$ cat src/rtl/sat_pkg.sv
// ----------------------------------------------------------------------------
// sat_pkg: shared types and constants of the shell argument tokenizer
// Quote modes, result kinds, tokenizer state and the per-item result bundle.
// ----------------------------------------------------------------------------
package sat_pkg;

  localparam int unsigned MAX_TOKEN_BYTES = 99;
  localparam int unsigned MAX_ARG_SLOTS   = 64;
  localparam int unsigned MAX_RESULTS     = 3;

  localparam int unsigned BYTE_W  = 8;
  localparam int unsigned LEN_W   = 7;
  localparam int unsigned COUNT_W = 6;
  localparam int unsigned CFG_W   = 7;
  localparam int unsigned NRES_W  = 2;

  localparam logic [CFG_W-1:0] ARG_SLOTS_RESET = CFG_W'(64);

  localparam logic [BYTE_W-1:0] CH_SPACE  = 8'h20;
  localparam logic [BYTE_W-1:0] CH_DQUOTE = 8'h22;
  localparam logic [BYTE_W-1:0] CH_DOLLAR = 8'h24;
  localparam logic [BYTE_W-1:0] CH_SQUOTE = 8'h27;
  localparam logic [BYTE_W-1:0] CH_BSLASH = 8'h5C;

  typedef enum logic [1:0] {
    MODE_PLAIN  = 2'd0,
    MODE_SINGLE = 2'd1,
    MODE_DOUBLE = 2'd2
  } quote_mode_e;

  typedef enum logic [1:0] {
    KIND_BYTE     = 2'd0,
    KIND_END_ARG  = 2'd1,
    KIND_END_LINE = 2'd2
  } kind_e;

  typedef struct packed {
    quote_mode_e        mode;
    logic               plain_esc;
    logic               quoted_esc;
    logic [LEN_W-1:0]   tok_bytes;
    logic [COUNT_W-1:0] num_args;
  } tok_state_t;

  typedef struct packed {
    kind_e              kind;
    logic [BYTE_W-1:0]  out_byte;
    logic [COUNT_W-1:0] arg_total;
    logic               last;
  } result_t;

  typedef struct packed {
    result_t [MAX_RESULTS-1:0] res;
    logic [NRES_W-1:0]         count;
  } step_out_t;

endpackage

$ cat src/rtl/sat_step.sv
// ----------------------------------------------------------------------------
// sat_step: next-state and result logic for one byte or end item
// Decides the bytes to append, whether a token ends, and packs the results.
// ----------------------------------------------------------------------------
module sat_step (
  input  sat_pkg::tok_state_t               state_i,
  input  logic [sat_pkg::BYTE_W-1:0]        byte_i,
  input  logic                              is_end_i,
  input  logic [sat_pkg::CFG_W-1:0]         arg_slots_i,
  output sat_pkg::tok_state_t               state_o,
  output sat_pkg::step_out_t                step_o
);

  logic [sat_pkg::CFG_W-1:0]   slots;
  logic [sat_pkg::COUNT_W-1:0] limit;
  logic                        can_emit;

  // Up to two bytes are appended per item, then an optional token end.
  logic                        a_en, b_en, fin, eol;
  logic [sat_pkg::BYTE_W-1:0]  a_byte, b_byte;
  sat_pkg::tok_state_t         nx;
  logic [sat_pkg::LEN_W-1:0]   len;
  logic [sat_pkg::COUNT_W-1:0] cnt;
  logic [sat_pkg::NRES_W-1:0]  n;
  sat_pkg::step_out_t          so;

  always_comb begin
    slots = (arg_slots_i > sat_pkg::CFG_W'(sat_pkg::MAX_ARG_SLOTS))
          ? sat_pkg::CFG_W'(sat_pkg::MAX_ARG_SLOTS) : arg_slots_i;
    limit = (slots == '0) ? '0 : sat_pkg::COUNT_W'(slots - sat_pkg::CFG_W'(1));
    can_emit = (state_i.num_args < limit);
  end

  always_comb begin
    nx     = state_i;
    a_en   = 1'b0;
    b_en   = 1'b0;
    fin    = 1'b0;
    eol    = 1'b0;
    a_byte = byte_i;
    b_byte = byte_i;
    if (is_end_i) begin
      a_en   = state_i.quoted_esc;
      a_byte = sat_pkg::CH_BSLASH;
      fin    = 1'b1;
      eol    = 1'b1;
    end else if (state_i.plain_esc) begin
      nx.plain_esc = 1'b0;
      a_en         = 1'b1;
    end else if (state_i.quoted_esc) begin
      nx.quoted_esc = 1'b0;
      a_en          = 1'b1;
      if (byte_i != sat_pkg::CH_DQUOTE && byte_i != sat_pkg::CH_BSLASH &&
          byte_i != sat_pkg::CH_DOLLAR) begin
        // Backslash is kept; the byte after it is an ordinary quoted byte.
        a_byte = sat_pkg::CH_BSLASH;
        b_en   = 1'b1;
      end
    end else begin
      case (state_i.mode)
        sat_pkg::MODE_SINGLE: begin
          if (byte_i == sat_pkg::CH_SQUOTE) nx.mode = sat_pkg::MODE_PLAIN;
          else a_en = 1'b1;
        end
        sat_pkg::MODE_DOUBLE: begin
          if (byte_i == sat_pkg::CH_DQUOTE) nx.mode = sat_pkg::MODE_PLAIN;
          else if (byte_i == sat_pkg::CH_BSLASH) nx.quoted_esc = 1'b1;
          else a_en = 1'b1;
        end
        default: begin
          if (byte_i == sat_pkg::CH_SQUOTE) nx.mode = sat_pkg::MODE_SINGLE;
          else if (byte_i == sat_pkg::CH_DQUOTE) nx.mode = sat_pkg::MODE_DOUBLE;
          else if (byte_i == sat_pkg::CH_SPACE) fin = 1'b1;
          else if (byte_i == sat_pkg::CH_BSLASH) nx.plain_esc = 1'b1;
          else a_en = 1'b1;
        end
      endcase
    end
  end

  always_comb begin
    so  = '0;
    n   = '0;
    len = state_i.tok_bytes;
    cnt = state_i.num_args;
    if (a_en && len < sat_pkg::LEN_W'(sat_pkg::MAX_TOKEN_BYTES)) begin
      len = len + sat_pkg::LEN_W'(1);
      if (can_emit) begin
        so.res[n].kind     = sat_pkg::KIND_BYTE;
        so.res[n].out_byte = a_byte;
        n = n + sat_pkg::NRES_W'(1);
      end
    end
    if (b_en && len < sat_pkg::LEN_W'(sat_pkg::MAX_TOKEN_BYTES)) begin
      len = len + sat_pkg::LEN_W'(1);
      if (can_emit) begin
        so.res[n].kind     = sat_pkg::KIND_BYTE;
        so.res[n].out_byte = b_byte;
        n = n + sat_pkg::NRES_W'(1);
      end
    end
    if (fin && len != '0 && can_emit) begin
      so.res[n].kind = sat_pkg::KIND_END_ARG;
      n   = n + sat_pkg::NRES_W'(1);
      cnt = cnt + sat_pkg::COUNT_W'(1);
      len = '0;
    end
    if (eol) begin
      so.res[n].kind      = sat_pkg::KIND_END_LINE;
      so.res[n].arg_total = cnt;
      n = n + sat_pkg::NRES_W'(1);
    end
    if (n != '0) so.res[n - sat_pkg::NRES_W'(1)].last = 1'b1;
    so.count = n;

    state_o           = nx;
    state_o.tok_bytes = len;
    state_o.num_args  = cnt;
    if (eol) begin
      // End of line returns the tokenizer to its idle state.
      state_o = '0;
    end
    step_o = so;
  end

endmodule

$ cat src/rtl/sat_outbuf.sv
// ----------------------------------------------------------------------------
// sat_outbuf: result register of the tokenizer
// Holds the up to three results of one item and presents them in order.
// ----------------------------------------------------------------------------
module sat_outbuf (
  input  logic               clk_i,
  input  logic               rst_ni,
  input  logic               load_i,
  input  sat_pkg::step_out_t step_i,
  input  logic               ready_i,
  output logic               free_o,
  output logic               valid_o,
  output sat_pkg::result_t   res_o
);

  sat_pkg::result_t [sat_pkg::MAX_RESULTS-1:0] res_q;
  logic [sat_pkg::NRES_W-1:0] cnt_q, ptr_q;

  assign valid_o = (ptr_q < cnt_q);
  // Free when empty or once the last stored result leaves in this cycle.
  assign free_o  = !valid_o || (ready_i && ptr_q == cnt_q - sat_pkg::NRES_W'(1));

  always_comb begin
    case (ptr_q)
      2'd0:    res_o = res_q[0];
      2'd1:    res_o = res_q[1];
      2'd2:    res_o = res_q[2];
      default: res_o = '0;
    endcase
  end

  always_ff @(posedge clk_i or negedge rst_ni) begin
    if (!rst_ni) begin
      cnt_q <= '0;
      ptr_q <= '0;
    end else if (load_i) begin
      cnt_q <= step_i.count;
      ptr_q <= '0;
    end else if (valid_o && ready_i) begin
      ptr_q <= ptr_q + sat_pkg::NRES_W'(1);
    end
  end

  always_ff @(posedge clk_i) begin
    if (load_i) begin
      res_q <= step_i.res;
    end
  end

endmodule

$ cat src/rtl/shell_argument_tokenizer.sv
// Flow: an accepted item waits in the input register until the result register is
// free; its results are then loaded into the result register and presented there.
// Throughput: one item per cycle while each item gives at most one result and the
// receiver is ready; an item with two or three results holds the single output
// port until all of them have been taken.
// Reset: rst_ni clears the tokenizer state and buffers and sets the slot count to 64.
// ----------------------------------------------------------------------------
// shell_argument_tokenizer: streaming command line argument splitter
// Takes one byte per item and emits argument bytes, argument ends and a line
// end with the argument count. Quotes and backslash escapes follow shell rules.
// ----------------------------------------------------------------------------
module shell_argument_tokenizer (
  input  logic                         clk_i,
  input  logic                         rst_ni,
  // Configuration: argument slot count write channel.
  input  logic                         cfg_valid_i,
  output logic                         cfg_ready_o,
  input  logic [sat_pkg::CFG_W-1:0]    cfg_data_i,
  // Input stream.
  input  logic                         s_axis_tvalid,
  output logic                         s_axis_tready,
  input  logic [7:0]                   s_axis_tdata,  // [7:0] byte_value
  input  logic                         s_axis_tlast,  // is_end
  // Result stream.
  output logic                         m_axis_tvalid,
  input  logic                         m_axis_tready,
  output logic [15:0]                  m_axis_tdata,  // [7:0] out_byte, [13:8] arg_total
  output logic [1:0]                   m_axis_tuser,  // [1:0] kind
  output logic                         m_axis_tlast   // last
);

  // Config register: writes must come only while the block is idle; not enforced here.
  logic [sat_pkg::CFG_W-1:0] arg_slots_q;

  assign cfg_ready_o = 1'b1;

  always_ff @(posedge clk_i or negedge rst_ni) begin
    if (!rst_ni) begin
      arg_slots_q <= sat_pkg::ARG_SLOTS_RESET;
    end else if (cfg_valid_i) begin
      arg_slots_q <= cfg_data_i;
    end
  end

  // Input register. It takes a new item when empty or when its content moves on
  // in the same cycle: one item per cycle while the result register is free.
  logic                       in_valid_q;
  logic [sat_pkg::BYTE_W-1:0] in_byte_q;
  logic                       in_end_q;
  logic                       buf_free;
  logic                       fire;

  assign fire          = in_valid_q && buf_free;
  assign s_axis_tready = !in_valid_q || buf_free;

  always_ff @(posedge clk_i or negedge rst_ni) begin
    if (!rst_ni) begin
      in_valid_q <= 1'b0;
    end else if (s_axis_tready) begin
      in_valid_q <= s_axis_tvalid;
    end
  end

  always_ff @(posedge clk_i) begin
    if (s_axis_tready && s_axis_tvalid) begin
      in_byte_q <= s_axis_tdata;
      in_end_q  <= s_axis_tlast;
    end
  end

  // Tokenizer state: quote mode, pending escapes, token length and count.
  sat_pkg::tok_state_t state_q, state_d;
  sat_pkg::step_out_t  step;

  sat_step u_step (
    .state_i     (state_q),
    .byte_i      (in_byte_q),
    .is_end_i    (in_end_q),
    .arg_slots_i (arg_slots_q),
    .state_o     (state_d),
    .step_o      (step)
  );

  always_ff @(posedge clk_i or negedge rst_ni) begin
    if (!rst_ni) begin
      state_q <= '0;
    end else if (fire) begin
      state_q <= state_d;
    end
  end

  // Result register: results leave one per cycle while the receiver is ready.
  sat_pkg::result_t res;

  sat_outbuf u_outbuf (
    .clk_i   (clk_i),
    .rst_ni  (rst_ni),
    .load_i  (fire),
    .step_i  (step),
    .ready_i (m_axis_tready),
    .free_o  (buf_free),
    .valid_o (m_axis_tvalid),
    .res_o   (res)
  );

  assign m_axis_tuser = res.kind;
  assign m_axis_tdata = {2'b00, res.arg_total, res.out_byte};
  assign m_axis_tlast = res.last;

`ifndef NO_ASSERTIONS
  // A line end is always the final result of its item.
  a_eol_last: assert property (@(posedge clk_i) disable iff (!rst_ni)
    m_axis_tvalid && m_axis_tuser == sat_pkg::KIND_END_LINE |-> m_axis_tlast)
    else $error("line end result without last flag");

  // An end item leaves the tokenizer idle.
  a_end_clears: assert property (@(posedge clk_i) disable iff (!rst_ni)
    fire && in_end_q |=> state_q == '0)
    else $error("tokenizer state not cleared after end item");

  // Only argument bytes carry a nonzero byte field.
  a_byte_zero: assert property (@(posedge clk_i) disable iff (!rst_ni)
    m_axis_tvalid && m_axis_tuser != sat_pkg::KIND_BYTE |-> m_axis_tdata[7:0] == 8'd0)
    else $error("nonzero byte on a non-byte result");
`endif

endmodule

$ cat config.mk
export PLATFORM = sky130hd
export DESIGN_NAME = shell_argument_tokenizer
export DESIGN_NICKNAME = d
export VERILOG_FILES = /design/src/rtl/sat_pkg.sv /design/src/rtl/sat_step.sv /design/src/rtl/sat_outbuf.sv /design/src/rtl/shell_argument_tokenizer.sv
export SDC_FILE = /design/constraint.sdc
export NUM_CORES = 1
export LEC_CHECK = 0
export BUFFER_PORTS_ARGS = -buffer_cell sky130_fd_sc_hd__buf_2
export CAP_MARGIN = 20
export CORE_MARGIN = 1.5
export CORE_UTILIZATION = 60
export DETAILED_ROUTE_END_ITERATION = 10
export PLACE_DENSITY = 0.91
export SLEW_MARGIN = 20
export SYNTH_ARGS = -nofsm -noshare
export SYNTH_HDL_FRONTEND = slang
export SYNTH_SLANG_ARGS = --single-unit
export TNS_END_PERCENT = 1
$ cat constraint.sdc
create_clock -name clk_i -period 5.8 [get_ports clk_i]
set_clock_uncertainty 0.2 [all_clocks]
set_input_delay 0.29 -clock clk_i [delete_from_list [all_inputs] [get_ports clk_i]]
set_output_delay 0.29 -clock clk_i [all_outputs]
set_load 0.01 [all_outputs]
==> impl_metrics.py <==
metrics = {
    "grt": {
        "grt_max_degree": 32,
        "use_met2_pct": 44.71,
        "use_met3_pct": 5.419,
        "grt_pass1_vias": 3779,
        "grt_usage_pct": 26.72,
        "gr-usage-met1_pct": 33.10,
        "antenna_found_initial": 0,
        "grt_overflow": 0,
        "grt_pass1_wl_um": 17880,
        "grt_busiest_layer": "met2",
    },
    "drt": {
        "drt_iter0_drc": 390,
        "avgViaCountPerCell": 6.278,
        "antenna_left": 0,
        "vias": 3980,
        "wl_per_cell_um": 17.12,
        "drc": 0,
        "wirelength_um": 10860,
        "firstDrtPassIters": 7,
    },
    "synthesis": {
        "synth.area.top_cells": "edfxtp_1 32%, dfrtp_1 14%, ha_1 6.2%, nor2_1 5.1%, nand2_1 2.9%",
        "ys_ff_latch": 81,
        "yosysSeqAreaShare_pct": 47.13,
        "ys_types": 71,
        "synthArstFlopShare_pct": 35.80,
        "synth_top_area_share_pct": 32.16,
        "synth-edff-count": 52,
        "synthCells": 483,
        "syn-cell-area_sq_um": 4856,
        "ys.warnings.count": 0,
        "syn_avg_cell_area_sq_um": 10.05,
        "yosys.area.top_type": "edfxtp_1",
        "synth-main-ff-cell": "edfxtp_1",
    },
    "power_and_ir_drop": {
        "p_per_area_nw_per_um2": 533.9,
        "ir_worst_vdd_v": 0.0002173,
        "power_mw": 2.937,
        "p_leak_nw": 2.412,
    },
    "die": {
        "design.portCount": 43,
        "die_area_sq_um": 8642,
        "start_util_pct": 62.52,
        "die_h_um": 92.96,
        "coreArea_sq_um": 7767,
        "rows": 32,
        "die_x_um": 92.96,
    },
    "worst_setup_path": {
        "cpPeakStageDelay_ps": 550,
        "worstSetupPathType": "register to register",
        "cp_max_fo": 13,
        "critPathLaunchType": "register",
        "end_kind": "register",
        "cpMostUsedCell": "ha_1",
        "worstPathCellList": "nor4b_2 -> nand3_1 -> a311oi_2 -> o211ai_1 -> and2_1 -> mux2_2 -> ha_1 -> nor4_1 -> mux2i_1 -> a211oi_2 -> o311ai_4 -> and2_4 -> xnor2_2 -> inv_1 -> ha_1 -> a311o_1",
        "worstPathArrival_ps": 5440,
        "crit_required_ps": 5710,
        "cp_slowest_cell": "nor4b_2",
    },
    "hold_path": {
        "hold_path_class": "primary input to register",
    },
    "cells_and_area": {
        "post-route-util_pct": 70.83,
        "nets": 572,
        "mostFrequentLayoutCell": "nor2_1",
        "diodes": 0,
        "area_growth_pct": 13.30,
        "final_area_sq_um": 5502,
        "drive_gt1_share_pct": 14.85,
        "final_cell_mix": "66 x nor2_1, 52 x edfxtp_1, 39 x buf_2",
        "fillers": 545,
    },
    "place": {
        "io_buffer_count": 39,
        "place_area_sq_um": 5079,
        "hpwlAfterDp_um": 7331,
        "gp_congestion": 0.9350,
    },
    "timing": {
        "finalSetupViolations": 0,
        "tightest_slew_ps": 701.3,
        "clock.fmax_mhz": 181.1,
        "rsz0062_at_grt": "false",
        "drv_slew": 0,
        "period_share_pct": 95.21,
        "finalHoldViolations": 0,
        "finalSetupTns_ps": 0,
        "slew_headroom_pct": 53.25,
        "period_needed_ps": 5522,
    },
    "clocking": {
        "cts_htree_levels": 3,
        "root_buffer": "clkbuf_8",
        "insertion_delay_ps": 360,
        "cts_buffer_depth": 2,
        "cts_resized": 0,
        "cts.sinks": 81,
        "clk_pin_slew_worst_paths_ps": 80,
        "numCtsBuffers": 9,
        "cts_tree": "yes",
    },
    "status": {
        "status": "complete, no violations",
    },
    "job": {
        "maxCapViolations": 0,
    },
}
==> layout make-up <==
type / count / area [sq um] / area share [%]
flip-flops and latches: 81 / 2288 / 41.60
clock buffers: 10 / 127.6 / 2.320
inverters: 25 / 93.84 / 1.706
well taps: 102 / 127.6 / 2.320
clock inverters: 6 / 115.1 / 2.092
repair buffers: 60 / 397.9 / 7.232
multi-input cells: 350 / 2351 / 42.73
==> logic make-up (layout without fill, tap and decap cells) <==
kind of cell               Yosys count  after routing  share of synthesized area, %
DFF                                 81             81                         47.13
adders and majority gates           24             24                         6.184
other                                2              3                        0.1547
muxes                               16             16                         3.530
buffers and inverters               53            101                         4.535
AOI/OAI and AO/OA                  101            101                         15.43
xor gates and xnor gates            18             18                         3.685
and+or+nand+nor                    188            188                         19.35
==> Yosys cell counts (3+ instances only) <==
library cell / number
or3_1: 3
a222oi_1: 9
mux2i_1: 7
xor2_1: 8
o21a_1: 4
a31oi_1: 5
nand4_1: 4
clkbuf_1: 20
a21oi_1: 16
ha_1: 24
a211oi_1: 3
dfrtp_1: 28
buf_4: 3
xnor2_1: 8
a22oi_1: 8
nor4_1: 3
nand3_1: 10
edfxtp_1: 52
nor2_1: 66
o211ai_1: 3
and2_1: 11
mux2_2: 9
inv_1: 24
nand2b_1: 9
nor2b_1: 4
o21ai_0: 18
a22o_1: 4
nor3_1: 11
and3_1: 15
o41ai_1: 3
nand2_1: 37
a21o_1: 5
==> final timing paths <==
path                                                from                         endpoint  slack [ps]  cells past startpoint
max reg2reg                       in_byte_q[3]$_DFFE_PP_  u_outbuf.res_q[0]$_SDFFCE_PN0P_         280                     16
min in group asynchronous                         rst_ni    u_outbuf.ptr_q[1]$_DFFE_PN0P_         320                      2
min                                          cfg_valid_i       arg_slots_q[1]$_DFFE_PN0P_         100                      2
max in group asynchronous                         rst_ni           state_q[9]$_DFFE_PN0P_        4630                      2
min reg2reg                u_outbuf.cnt_q[0]$_DFFE_PN0P_    u_outbuf.cnt_q[0]$_DFFE_PN0P_         350                      2
max                               in_byte_q[3]$_DFFE_PP_  u_outbuf.res_q[0]$_SDFFCE_PN0P_         280                     16
==> timing repair <==
action	in CTS	in global routing
endpoints found under the hold margin	45	0
hold buffers	18	0
buffers inserted	0	0
==> where the power goes <==
group	switching [mW]	internal (mW)	total (mW)
combinational	0.849	0.494	1.34
sequential	0.151	0.944	1.09
clock	0.210	0.289	0.500
==> worst max-delay path, delay by kind of cell (launching register included) <==
family / cells / cell delay [ps]
fa+ha+maj: 2 / 640
compound gates: 5 / 1490
buf+inv: 1 / 80
flops: 1 / 490
mux: 2 / 460
xor+xnor: 1 / 220
simple gates: 5 / 1680
==> stage by stage <==
step / setup slack [ps] / std cells / hold slack (ps)
after global routing: 0.5875 / 634 / 117.2
final: 277.5 / 634 / 99.14
after detailed placement: 468.6 / 600 / 169.9
after floorplan: 1019 / 484 / -205.6
after CTS: 451.7 / 634 / 95.87
after global placement: 794.5 / 600 / 154.1
==> per-layer routing <==
metal	share of wire (%)	up-vias
met1	41	1918
met5	0	-
met2	50	191
met4	3.4	0
met3	6.0	32
li1	-	1839
==> registers in the layout (all words and copies together) (netlist names) <==
signal / cells
in_end_q: 1
in_valid_q: 1
u_outbuf.ptr_q: 2
state_q: 17
in_byte_q: 8
u_outbuf.res_q: 43
arg_slots_q: 7
u_outbuf.cnt_q: 2
No activity file was read; power rests on OpenSTA's default activity.
